**config.mk**
```make
export PLATFORM = sky130hd
export DESIGN_NAME = onewire_rom_search_step
export DESIGN_NICKNAME = d
export VERILOG_FILES = /design/src/hw/rtl/onws_pkg.sv /design/src/hw/rtl/onws_decide.sv /design/src/hw/rtl/onewire_rom_search_step.sv
export SDC_FILE = /design/constraint.sdc
export NUM_CORES = 1
export LEC_CHECK = 0
export BUFFER_PORTS_ARGS = -buffer_cell sky130_fd_sc_hd__buf_2
export CORE_MARGIN = 2
export CORE_UTILIZATION = 60
export DETAILED_ROUTE_END_ITERATION = 6
export HOLD_SLACK_MARGIN = 0.06
export PLACE_DENSITY = 0.76
export SYNTH_ARGS = -nofsm -noshare
export SYNTH_HDL_FRONTEND = slang
export SYNTH_SLANG_ARGS = --single-unit
export TNS_END_PERCENT = 30
```
**constraint.sdc**
```tcl
create_clock -name clock -period 8 [get_ports clock]
set_input_delay 1.6 -clock clock [delete_from_list [all_inputs] [get_ports clock]]
set_output_delay 1.6 -clock clock [all_outputs]
set_load 0.01 [all_outputs]
```
**src/hw/rtl/onws_pkg.sv**
```systemverilog
package onws_pkg;

   localparam int unsigned POS_W = 7;
   localparam logic [POS_W-1:0] INITIAL_FORK = 7'd65;

   // request opcodes; the fourth code is unused and ignored
   localparam logic [1:0] OP_CLEAR    = 2'd0;
   localparam logic [1:0] OP_START    = 2'd1;
   localparam logic [1:0] OP_BIT_PAIR = 2'd2;

   typedef enum logic [2:0] {
      ST_CLEARED     = 3'd0,
      ST_STARTED     = 3'd1,
      ST_ACCEPTED    = 3'd2,
      ST_COMPLETE    = 3'd3,
      ST_EXHAUSTED   = 3'd4,
      ST_NO_PRESENCE = 3'd5,
      ST_BUS_ERROR   = 3'd6,
      ST_IGNORED     = 3'd7
   } status_type;

   typedef struct packed {
      logic [1:0] opcode;
      logic       presence;
      logic       id_bit;
      logic       complement_bit;
   } req_item_type;

   typedef struct packed {
      status_type  status;
      logic        direction_bit;
      logic [63:0] rom_address;
      logic [7:0]  device_count;
   } rsp_item_type;

   // search control state, everything but the stored address
   typedef struct packed {
      logic [POS_W-1:0] last_fork;
      logic [POS_W-1:0] new_fork;
      logic [POS_W-1:0] bit_position;
      logic [7:0]       working_byte;
      logic             pass_active;
      logic [7:0]       found_count;
   } ctl_state_type;

   localparam ctl_state_type CTL_RESET = '{
      last_fork:    INITIAL_FORK,
      new_fork:     '0,
      bit_position: 7'd1,
      working_byte: '0,
      pass_active:  1'b0,
      found_count:  '0
   };

endpackage

```
**src/hw/rtl/onws_decide.sv**
```systemverilog
module onws_decide import onws_pkg::*; #(
   parameter int unsigned ADDRESS_BITS = 64
) (
   input  req_item_type             item,
   input  ctl_state_type            ctl,
   input  logic [ADDRESS_BITS-1:0]  addr,
   output ctl_state_type            ctl_in,
   output logic [ADDRESS_BITS-1:0]  addr_in,
   output rsp_item_type             rsp
);

   localparam logic [POS_W-1:0] LastPos = POS_W'(ADDRESS_BITS);

   logic [63:0]      addr_wide;
   logic [63:0]      addr_wide_in;
   logic [POS_W-1:0] pos_m1;
   logic [2:0]       bit_in_byte;
   logic [2:0]       byte_idx;
   logic             prev_bit;
   logic             conflict;
   logic             dir;
   logic             byte_done;
   logic             last_bit;
   logic [POS_W-1:0] new_fork_next;
   logic [7:0]       wb_next;
   logic [7:0]       lane_mask;

   always_comb begin
      addr_wide   = 64'(addr);
      pos_m1      = ctl.bit_position - 7'd1;
      bit_in_byte = pos_m1[2:0];
      byte_idx    = pos_m1[5:3];
      prev_bit    = addr_wide[pos_m1[5:0]];
      conflict    = !item.id_bit && !item.complement_bit;

      // at a conflict: follow the old path left of the fork, 1 at it, 0 right of it
      priority if (!conflict) begin
         dir = item.id_bit;
      end else if (ctl.bit_position < ctl.last_fork) begin
         dir = prev_bit;
      end else if (ctl.bit_position == ctl.last_fork) begin
         dir = 1'b1;
      end else begin
         dir = 1'b0;
      end

      if (conflict && !dir) begin
         new_fork_next = ctl.bit_position;
      end else begin
         new_fork_next = ctl.new_fork;
      end

      wb_next   = ctl.working_byte | (8'(dir) << bit_in_byte);
      byte_done = (ctl.bit_position[2:0] == 3'd0);
      last_bit  = (ctl.bit_position >= LastPos);
      // a trailing partial byte only replaces its low bits
      lane_mask = byte_done ? 8'hFF : 8'((9'd1 << ctl.bit_position[2:0]) - 9'd1);
   end

   always_comb begin
      ctl_in           = ctl;
      addr_wide_in     = addr_wide;
      rsp.status       = ST_IGNORED;
      rsp.direction_bit = 1'b0;

      unique case (item.opcode)
         OP_CLEAR: begin
            addr_wide_in       = '0;
            ctl_in.found_count = '0;
            ctl_in.last_fork   = INITIAL_FORK;
            ctl_in.pass_active = 1'b0;
            rsp.status         = ST_CLEARED;
         end
         OP_START: begin
            if (ctl.last_fork == '0) begin
               ctl_in.pass_active = 1'b0;
               rsp.status         = ST_EXHAUSTED;
            end else if (!item.presence) begin
               ctl_in.pass_active = 1'b0;
               rsp.status         = ST_NO_PRESENCE;
            end else begin
               ctl_in.pass_active  = 1'b1;
               ctl_in.bit_position = 7'd1;
               ctl_in.new_fork     = '0;
               ctl_in.working_byte = '0;
               rsp.status          = ST_STARTED;
            end
         end
         OP_BIT_PAIR: begin
            if (ctl.pass_active) begin
               if (item.id_bit && item.complement_bit) begin
                  ctl_in.pass_active = 1'b0;
                  rsp.status         = ST_BUS_ERROR;
               end else begin
                  rsp.direction_bit   = dir;
                  ctl_in.new_fork     = new_fork_next;
                  ctl_in.working_byte = wb_next;
                  if (byte_done || last_bit) begin
                     for (int i = 0; i < 8; i++) begin
                        if (byte_idx == 3'(i)) begin
                           addr_wide_in[i*8 +: 8] = (addr_wide[i*8 +: 8] & ~lane_mask)
                                                  | (wb_next & lane_mask);
                        end
                     end
                  end
                  if (byte_done) begin
                     ctl_in.working_byte = '0;
                  end
                  if (last_bit) begin
                     ctl_in.working_byte = '0;
                     ctl_in.found_count  = ctl.found_count + 8'd1;
                     ctl_in.last_fork    = new_fork_next;
                     ctl_in.pass_active  = 1'b0;
                     rsp.status          = ST_COMPLETE;
                  end else begin
                     ctl_in.bit_position = ctl.bit_position + 7'd1;
                     rsp.status          = ST_ACCEPTED;
                  end
               end
            end
         end
         default: begin
         end
      endcase

      addr_in          = addr_wide_in[ADDRESS_BITS-1:0];
      rsp.rom_address  = addr_wide_in;
      rsp.device_count = ctl_in.found_count;
   end

endmodule

```
**src/hw/rtl/onewire_rom_search_step.sv**
```systemverilog
// Decision core of the 1-Wire search-ROM enumeration. Each request item is a clear,
// a start of pass after a bus reset, or one received id/complement bit pair; each
// produces exactly one response item with a status, the direction bit to write back,
// the stored address and the device count. An item is decided in the cycle it is
// accepted and its response appears from the output register on the next cycle, so
// the block takes one item per clock; the only stall comes from that output register
// being full while the response side stalls. ADDRESS_BITS (8..64) sets the address
// length; unused upper bits of rom_address read as zero.
module onewire_rom_search_step import onws_pkg::*; #(
   parameter int unsigned ADDRESS_BITS = 64
) (
   input  logic         clock,
   input  logic         reset,
   input  logic         req_valid,
   output logic         req_stall,
   input  req_item_type req_item,
   output logic         rsp_valid,
   input  logic         rsp_stall,
   output rsp_item_type rsp_item
);

   ctl_state_type            ctl_ff, ctl_in, ctl_next;
   logic [ADDRESS_BITS-1:0]  addr_ff, addr_in, addr_next;
   rsp_item_type             rsp_item_ff, rsp_item_in;
   logic                     rsp_valid_ff, rsp_valid_in;
   logic                     accept;

   onws_decide #(
      .ADDRESS_BITS (ADDRESS_BITS)
   ) u_decide (
      .item    (req_item),
      .ctl     (ctl_ff),
      .addr    (addr_ff),
      .ctl_in  (ctl_next),
      .addr_in (addr_next),
      .rsp     (rsp_item_in)
   );

   assign req_stall    = rsp_valid_ff && rsp_stall;
   assign accept       = req_valid && !req_stall;
   assign rsp_valid_in = accept || (rsp_valid_ff && rsp_stall);
   assign ctl_in       = accept ? ctl_next : ctl_ff;
   assign addr_in      = accept ? addr_next : addr_ff;

   always_ff @(posedge clock) begin
      if (reset) begin
         ctl_ff       <= CTL_RESET;
         addr_ff      <= '0;
         rsp_valid_ff <= 1'b0;
      end else begin
         ctl_ff       <= ctl_in;
         addr_ff      <= addr_in;
         rsp_valid_ff <= rsp_valid_in;
      end
   end

   always_ff @(posedge clock) begin
      if (accept) begin
         rsp_item_ff <= rsp_item_in;
      end
   end

   assign rsp_valid = rsp_valid_ff;
   assign rsp_item  = rsp_item_ff;

endmodule

```
== Yosys cells after proc, flatten, opt, wreduce, memory -nomap -nowiden ==
Index checks and enable logic that the tools add are counted.
Operators by class
  reduce and logical (&&, ||, !) cells: 23
  bitwise operators: 21
  muxes and demuxes: 42
  divide/modulo/power cells: 0
  shifts and indexed selects: 2
  $mul: 0
  equal/unequal tests: 16
  add/subtract/negate cells: 4
  order comparisons: 3
Operators with widths (count)
  two-way mux 64 bit: 3
  case mux 64 bit (2 select lines): 1
  two-way mux 8 bit: 11
  bitwise AND 8 bit: 9
  OR 8 bit: 9
  two-way mux 22 bit: 2
  case mux 22 bit (2 select lines): 1
  two-way mux 38 bit: 1
  two-way mux 29 bit: 1
  two-way mux 7 bit: 3
  two-way mux 17 bit: 1
  case mux 8 bit (2 select lines): 1
  case mux 7 bit (2 select lines): 1
  == test 3 bit (second input constant): 4
  inequality test 2 bit (second input constant): 5
  two-way mux 1 bit: 9
  two-way mux 3 bit: 3
  case mux 3 bit (3 select lines): 1
  adder 8 x 1 -> 8 bit (second input constant): 1
  inverter 8 bit: 1
  << shifter 1 x 3 -> 8 bit: 1
  << shifter 1 x 3 -> 8 bit (first input constant): 1
  subtractor 8 x 1 -> 8 bit (second input constant): 1
  adder 7 x 1 -> 7 bit (second input constant): 1
  27 further kinds: 39
Storage, ports and cells
  output and inout bits: 78
  bits in registers: 179
  RAM bits: 0
  input port bits: 9
  logic and storage cells: 123
  memories: 0
  memory bits (read-only): 0
  latch bits: 0

== Logic depth before layout (Yosys ltp) ==
  word-level depth: 14
  gate-level depth with buffers: 16
  gate-level depth less buffers: 11

== Hierarchy ==
Synthesis repeated with hierarchy kept, for this count alone.
Unflattened totals
  cells, all modules: 1275
  area, all modules: 11494.8 µm²
By module, submodules not included
  onewire_rom_search_step: area each 6845.3 µm², cells an instance 523, sequential area each 4344.2 µm², instances 1
  onws_decide: area each 4649.5 µm², cells an instance 752, sequential area each 0.0 µm², instances 1

== Worst setup path before layout ==
OpenSTA, ideal clock, no wires.
  path kind: in2reg
  start: input port rsp_stall
  end: register addr_ff[41]
  arrival time: 6.174 ns
  path slack: 1.692 ns
  stages on the path: 10
  path buffers: 2
  library setup time: 0.135 ns
  data required time: 7.865 ns
  cells stage by stage: and2_1 > nand2b_1 > inv_1 > clkbuf_1 > o21ai_1 > nand2b_1 > clkbuf_1 > nand2_1 > o311ai_0 > o21ai_0
On the way
  longest elaborated chain between the ends: 3
RTL lines
  start, declared: line onewire_rom_search_step.sv:18  | input logic rsp_stall,
  logical AND 1 bit: line onewire_rom_search_step.sv:39  | assign req_stall = rsp_valid_ff && rsp_stall;
  logical NOT 1 bit: line onewire_rom_search_step.sv:40  | assign accept = req_valid && !req_stall;
  logical AND 1 bit: line onewire_rom_search_step.sv:40
  named net accept: line onewire_rom_search_step.sv:26  | logic accept;
  end signal, assigned: line onewire_rom_search_step.sv:52  | addr_ff <= addr_in;
  end, declared: line onewire_rom_search_step.sv:23  | logic [ADDRESS_BITS-1:0] addr_ff, addr_in, addr_next;
The timed path passes the listed nets, and every way through them passes these cells.
A chain may end at the register's enable or synchronous reset.

== Final worst setup path ==
  start: register ctl_ff[17] (netlist name)
  end: register rsp_item_ff (netlist bit rsp_item[31]) (data pin)
On the way
  longest elaborated chain between the ends: 14
  elaborated cells on any way between the ends: 26
  those cells by class: add/sub (2); order compare (2); eq/ne (2); shift (2); mux (11); bitwise (5); reduce/logical (2)
RTL lines
  start, declared: line onewire_rom_search_step.sv:22  | ctl_state_type ctl_ff, ctl_in, ctl_next;
  start signal, assigned: line onewire_rom_search_step.sv:51  | ctl_ff <= ctl_in;
  subtractor 6 x 1 -> 6 bit: line onws_decide.sv:30  | pos_m1 = ctl.bit_position - 7'd1;
  binary-select mux 1 bit (select 6 bit): line onws_decide.sv:33  | prev_bit = addr_wide[pos_m1[5:0]];
  two-way mux 1 bit (implied by the code): line onws_decide.sv:33
  two-way mux 1 bit: line onws_decide.sv:39  | end else if (ctl.bit_position < ctl.last_fork) begin
  two-way mux 1 bit: line onws_decide.sv:37  | priority if (!conflict) begin
  << shifter 1 x 3 -> 8 bit: line onws_decide.sv:53  | wb_next = ctl.working_byte | (8'(dir) << bit_in_byte);
  OR 8 bit: line onws_decide.sv:53
  bitwise AND 8 bit: line onws_decide.sv:102  | | (wb_next & lane_mask);
  OR 8 bit: line onws_decide.sv:102
  two-way mux 8 bit: line onws_decide.sv:100  | if (byte_idx == 3'(i)) begin
  two-way mux 64 bit *: line onws_decide.sv:98  | if (byte_done || last_bit) begin
  two-way mux 64 bit *: line onws_decide.sv:91  | if (item.id_bit && item.complement_bit) begin
  two-way mux 64 bit *: line onws_decide.sv:90  | if (ctl.pass_active) begin
  case mux 64 bit (2 select lines) *: line onws_decide.sv:66  | unique case (item.opcode)
  named net addr_next[23]: line onewire_rom_search_step.sv:23
  end signal, assigned: line onewire_rom_search_step.sv:59  | rsp_item_ff <= rsp_item_in;
  end, declared: line onewire_rom_search_step.sv:24  | rsp_item_type rsp_item_ff, rsp_item_in;
The timed path passes the listed nets; every way through them passes the cells marked *. The select of a mux whose other input is x is not followed.

==> results <==
- The cell area after synthesis is 9740 um2.
- The detailed router placed between 8000 and 9000 vias in this run.
- For the pin with the worst max-slew slack, the measured transition is 1.29 ns.
- The leftover overflow at the end of global routing is 0.
- OpenSTA, run right after detailed placement, puts the worst setup slack at 3.04 ns.
- The quantity of I/O buffers inserted on ports is between 80 and 90.
- The worst setup path is of the reg -> reg kind.
- The wire length of the first global-routing pass is 45300 um.
- The number of antenna violations at the first check in global routing is 0.
- The share of the clock period used by the worst path is 64.7%.
- The critical path endpoint category is a flop.
- The total of warnings raised by yosys is 0.
- The flow ran to the end, and the final reports show no timing, DRC or antenna violations.
- The total core area is 15900 um2.
- The TritonCTS buffer count is 17.
- The floorplan has 46 rows.
- The total of fill cells in the finished design is ~1300.
- The worst-case IR drop observed on VDD is 0.130 mV.
- The fraction of power spent switching nets is 27.9%.
- The clock input transition at the sequential cells of the worst setup and hold paths is 0.07 ns.
- Entering global routing, the biggest net connects 69 pins.
- Measured in cells, the most critical reg-to-reg path has a length of 12.
- The sum of net half-perimeters after detailed placement is 20200 um.
- The post-synthesis area per instance is 9.31 um2.
- CTS saw 179 sinks.
- The path class of the lowest-slack min-delay path is reg -> reg.
- In this run the static leakage power is 4.03 nW.
- Setup repair after global routing left no endpoint under its margin.
- In this run, distinct cell masters in the synthesized netlist total 82.
- The CTS tree is yes.
- The count of unresolved DRC violations after routing is 0.
- The number of global-route vias before repair is 7810.
- The floorplan step defined a die boundary enclosing 17300 um2.
- Cells with a size suffix above 1 make up 17.8% of the layout.
- Subtracting the final worst setup slack from the clock period gives slightly above 5 ns.
- The share of total power dissipated in sequential elements is between 40% and 50%.
- From left edge to right edge, the die measures 131 um.
- The final net count is 1117.
- Setup violations remaining at the end of the flow were counted as 0.
- The die is between 100 and 150 um tall.
- Counting every net in the synthesized netlist gives ~1100.
- Before antenna repair, the detailed router went through 5 iterations.
- In this run the count of I/O pins placed on the die edge is 87.
- The post-cts resize count is 0.
- The detailed router finished its first iteration with ~1100 violations.
- The routed via count divided by cell count is 6.60.
- The utilization after layout is 67.5%.
- The total internal power is about 1.5 mW.
- For this run, asynchronously set or reset flops after synthesis account for 0%.
- The total number of H-tree levels is 4.
- The final layout contains routed wiring with a total length of 29200 um.
- The final-report hold violation count was 0.
- Post-CTS timing repair inserted 0 buffers for setup.
- The number of max-slew violations in the final report came to 0.
- The remaining max-slew budget at the tightest pin is 14.1%.
- The antenna diode count is 0.
- Counting every instance in the synthesized netlist gives 1046.
- In the synthesized netlist the dominant register cell turns out to be dfxtp_1.
- The worst setup path is launched from a flop.
- The congestion estimate from routability-driven global placement came to just under 1.
- Dividing total power by cell area gives a power density of 188 nW/um2.
- Across all setup checks in the final design, the least slack found is between 2 and 3 ns.
- The insertion delay to the later sink of the worst-skew pair is 0.44 ns.
- The portion of total power attributed to combinational logic is 12.5%.
- After detailed routing, the average wire length per cell comes to 22.1 um.
- The final clock skew is between 0.01 and 0.015 ns.
- The switching power total is 0.564 mW.
- The largest driver fanout on the critical path is 35.
- The number of synthesized register bits is ~180.
- The number of maximum-capacitance constraint violations is 0.
- The worst hold path passes through 2 cells.
- The fmax is about 190 MHz.
- In this run, synthesis inferred 76 flip-flops with an integrated enable.
- The layout overhead on the synthesized area is 10.1%.
- The total track usage is between 30% and 40%.
- STA puts the critical path data required time at 8.30 ns.
- The number of hold buffers added after CTS was 0.
- The tree is rooted in a clkbuf_16.
- The setup total negative slack is 0 ns.
- The proportion of synthesized chip area in sequential cells is 44.6%.
- The starting density of the core is 61.3%.
- The fraction of power consumed by the clock network is roughly two fifths.
- Once detail routing completed, the nets flagged for antenna violations numbered 0.
- At the worst endpoint, the arrival time is around 5.5 ns.
- In this run the deepest clock path goes through 2 buffers.
- The setup slack of the most critical reg-to-reg path is 2.83 ns.
-- routing by layer --
layer  global-route usage, %  routed length [um]  vias to the layer above  part of all wire (%)
li1                        -                   -                     4016                     -
met1                    48.8               12400                     4137                    43
met2                    50.5               13300                      490                    46
met3                    6.37                2800                       55                   9.6
met4                    10.2                 630                        0                   2.2
met5                       0                   0                        -                     0
-- final timing paths --
kind               from           end
max reg2reg  ctl_ff[17]  rsp_item[31]
min          ctl_ff[13]    ctl_ff[13]
max          ctl_ff[17]  rsp_item[31]
min reg2reg  ctl_ff[13]    ctl_ff[13]
-- layout make-up --
cell class | instances | area (um2) | area share [%]
multi-input cells | 754 | 4860 | 45.4
flip-flops and latches | 179 | 4340 | 40.5
repair buffers | 108 | 596 | 5.55
clock buffers | 19 | 443 | 4.13
well taps | 216 | 270 | 2.52
inverters | 28 | 106 | 0.992
clock inverters | 13 | 101 | 0.945
-- cell usage in the layout (no fill, tap or decap), types with 6 or more instances in the layout --
cell / netlist / layout
a22oi_1: 43 / 43
nor3_1: 19 / 18
buf_4: 8 / 22
o21ai_0: 35 / 35
o31ai_1: 29 / 29
a31oi_1: 15 / 15
ha_1: 20 / 20
edfxtp_1: 76 / 76
a211oi_1: 9 / 9
nor2b_1: 6 / 6
and3_2: 8 / 8
and2_1: 7 / 7
nand3b_1: 9 / 9
o211ai_1: 17 / 17
o32ai_1: 17 / 17
o22ai_1: 22 / 22
a221o_2: 10 / 10
mux2_2: 9 / 9
dfxtp_1: 103 / 103
nand2_1: 125 / 125
nand3_1: 31 / 31
nand2b_1: 10 / 10
and3_1: 6 / 6
buf_2: 10 / 86
a211o_1: 10 / 10
nor2_1: 69 / 69
a21oi_1: 107 / 107
mux2i_1: 28 / 28
inv_1: 27 / 26
clkbuf_16: 0 / 17
o311ai_0: 8 / 8
a22o_1: 10 / 10
-- cells in the mapped netlist, types with 5 or more instances --
library cell / n / share of area, %
a221o_2: 10 / 1.2
inv_1: 27 / 1.0
and2_1: 7 / 0.45
nand4_1: 5 / 0.32
buf_4: 8 / 0.62
a211oi_1: 9 / 0.69
o21a_1: 5 / 0.39
mux2_2: 9 / 1.0
dfxtp_1: 103 / 21
ha_1: 20 / 2.6
o32ai_1: 17 / 1.5
a31oi_1: 15 / 0.96
o311ai_0: 8 / 0.72
nand2_1: 125 / 4.8
and3_2: 8 / 0.62
a21oi_1: 107 / 5.5
nor2_1: 69 / 2.7
a22oi_1: 43 / 3.3
mux2i_1: 28 / 2.9
o31ai_1: 29 / 2.2
o21ai_0: 35 / 1.8
and3_1: 6 / 0.39
nand2b_1: 10 / 0.64
o22ai_1: 22 / 1.4
a211o_1: 10 / 0.90
nor3_1: 19 / 0.98
xor2_1: 5 / 0.45
a22o_1: 10 / 0.90
nand3_1: 31 / 1.6
buf_2: 10 / 0.51
nand3b_1: 9 / 0.69
clkbuf_1: 51 / 2.0
nor2b_1: 6 / 0.39
o211ai_1: 17 / 1.3
edfxtp_1: 76 / 23
-- kinds of logic (layout without fill, tap and decap cells) --
group | count (synthesis) | count (layout) | share of synthesized area, %
adder cells (fa/ha/maj) | 20 | 20 | 2.57
flip-flops | 179 | 179 | 44.6
AO/OA/AOI/OAI | 369 | 369 | 26.6
AND/OR/NAND/NOR | 315 | 315 | 15.1
XOR/XNOR | 10 | 10 | 1.09
multiplexers | 40 | 40 | 4.53
buffers and inverters | 113 | 168 | 5.55
-- registers in the layout, summed over array words and instances, names as in the netlist --
name	count
addr_ff	64
rsp_valid	1
ctl_ff	38
rsp_item	76
-- power groups by stage --
stage	Sequential (mW)	Clock, mW	Combinational [mW]
2_1_floorplan	1.01	0	0.176
3_3_place_gp	1.00	0	0.243
3_5_place_dp	1.00	0	0.245
4_1_cts	0.981	0.788	0.246
5_1_grt	0.983	0.822	0.271
6_report	0.981	0.786	0.251
-- worst max-delay path, stage by stage (launching register included) --
cell and delay (ns):
dfxtp_1 0.31, buf_4 0.41, inv_2 0.24, ha_1 0.36, ha_1 0.81, nor2b_1 0.24, a22o_1 0.27, o21ai_0 0.26
o2111ai_2 0.19, or2_0 0.45, a2111oi_4 0.89, o21a_1 0.40, a221o_2 0.19
-- stage by stage --
stage          cells  cell area [um2]  hold slack [ns]  total power, mW
2_1_floorplan   1046             9740            0.426             1.19
3_3_place_gp    1285            10200            0.442             1.24
3_5_place_dp    1285            10200            0.449             1.25
4_1_cts         1317            10700            0.464             2.01
5_1_grt         1317            10700            0.485             2.08
6_report        1317            10700            0.466             2.02
Power figures use the tool's default switching activity.
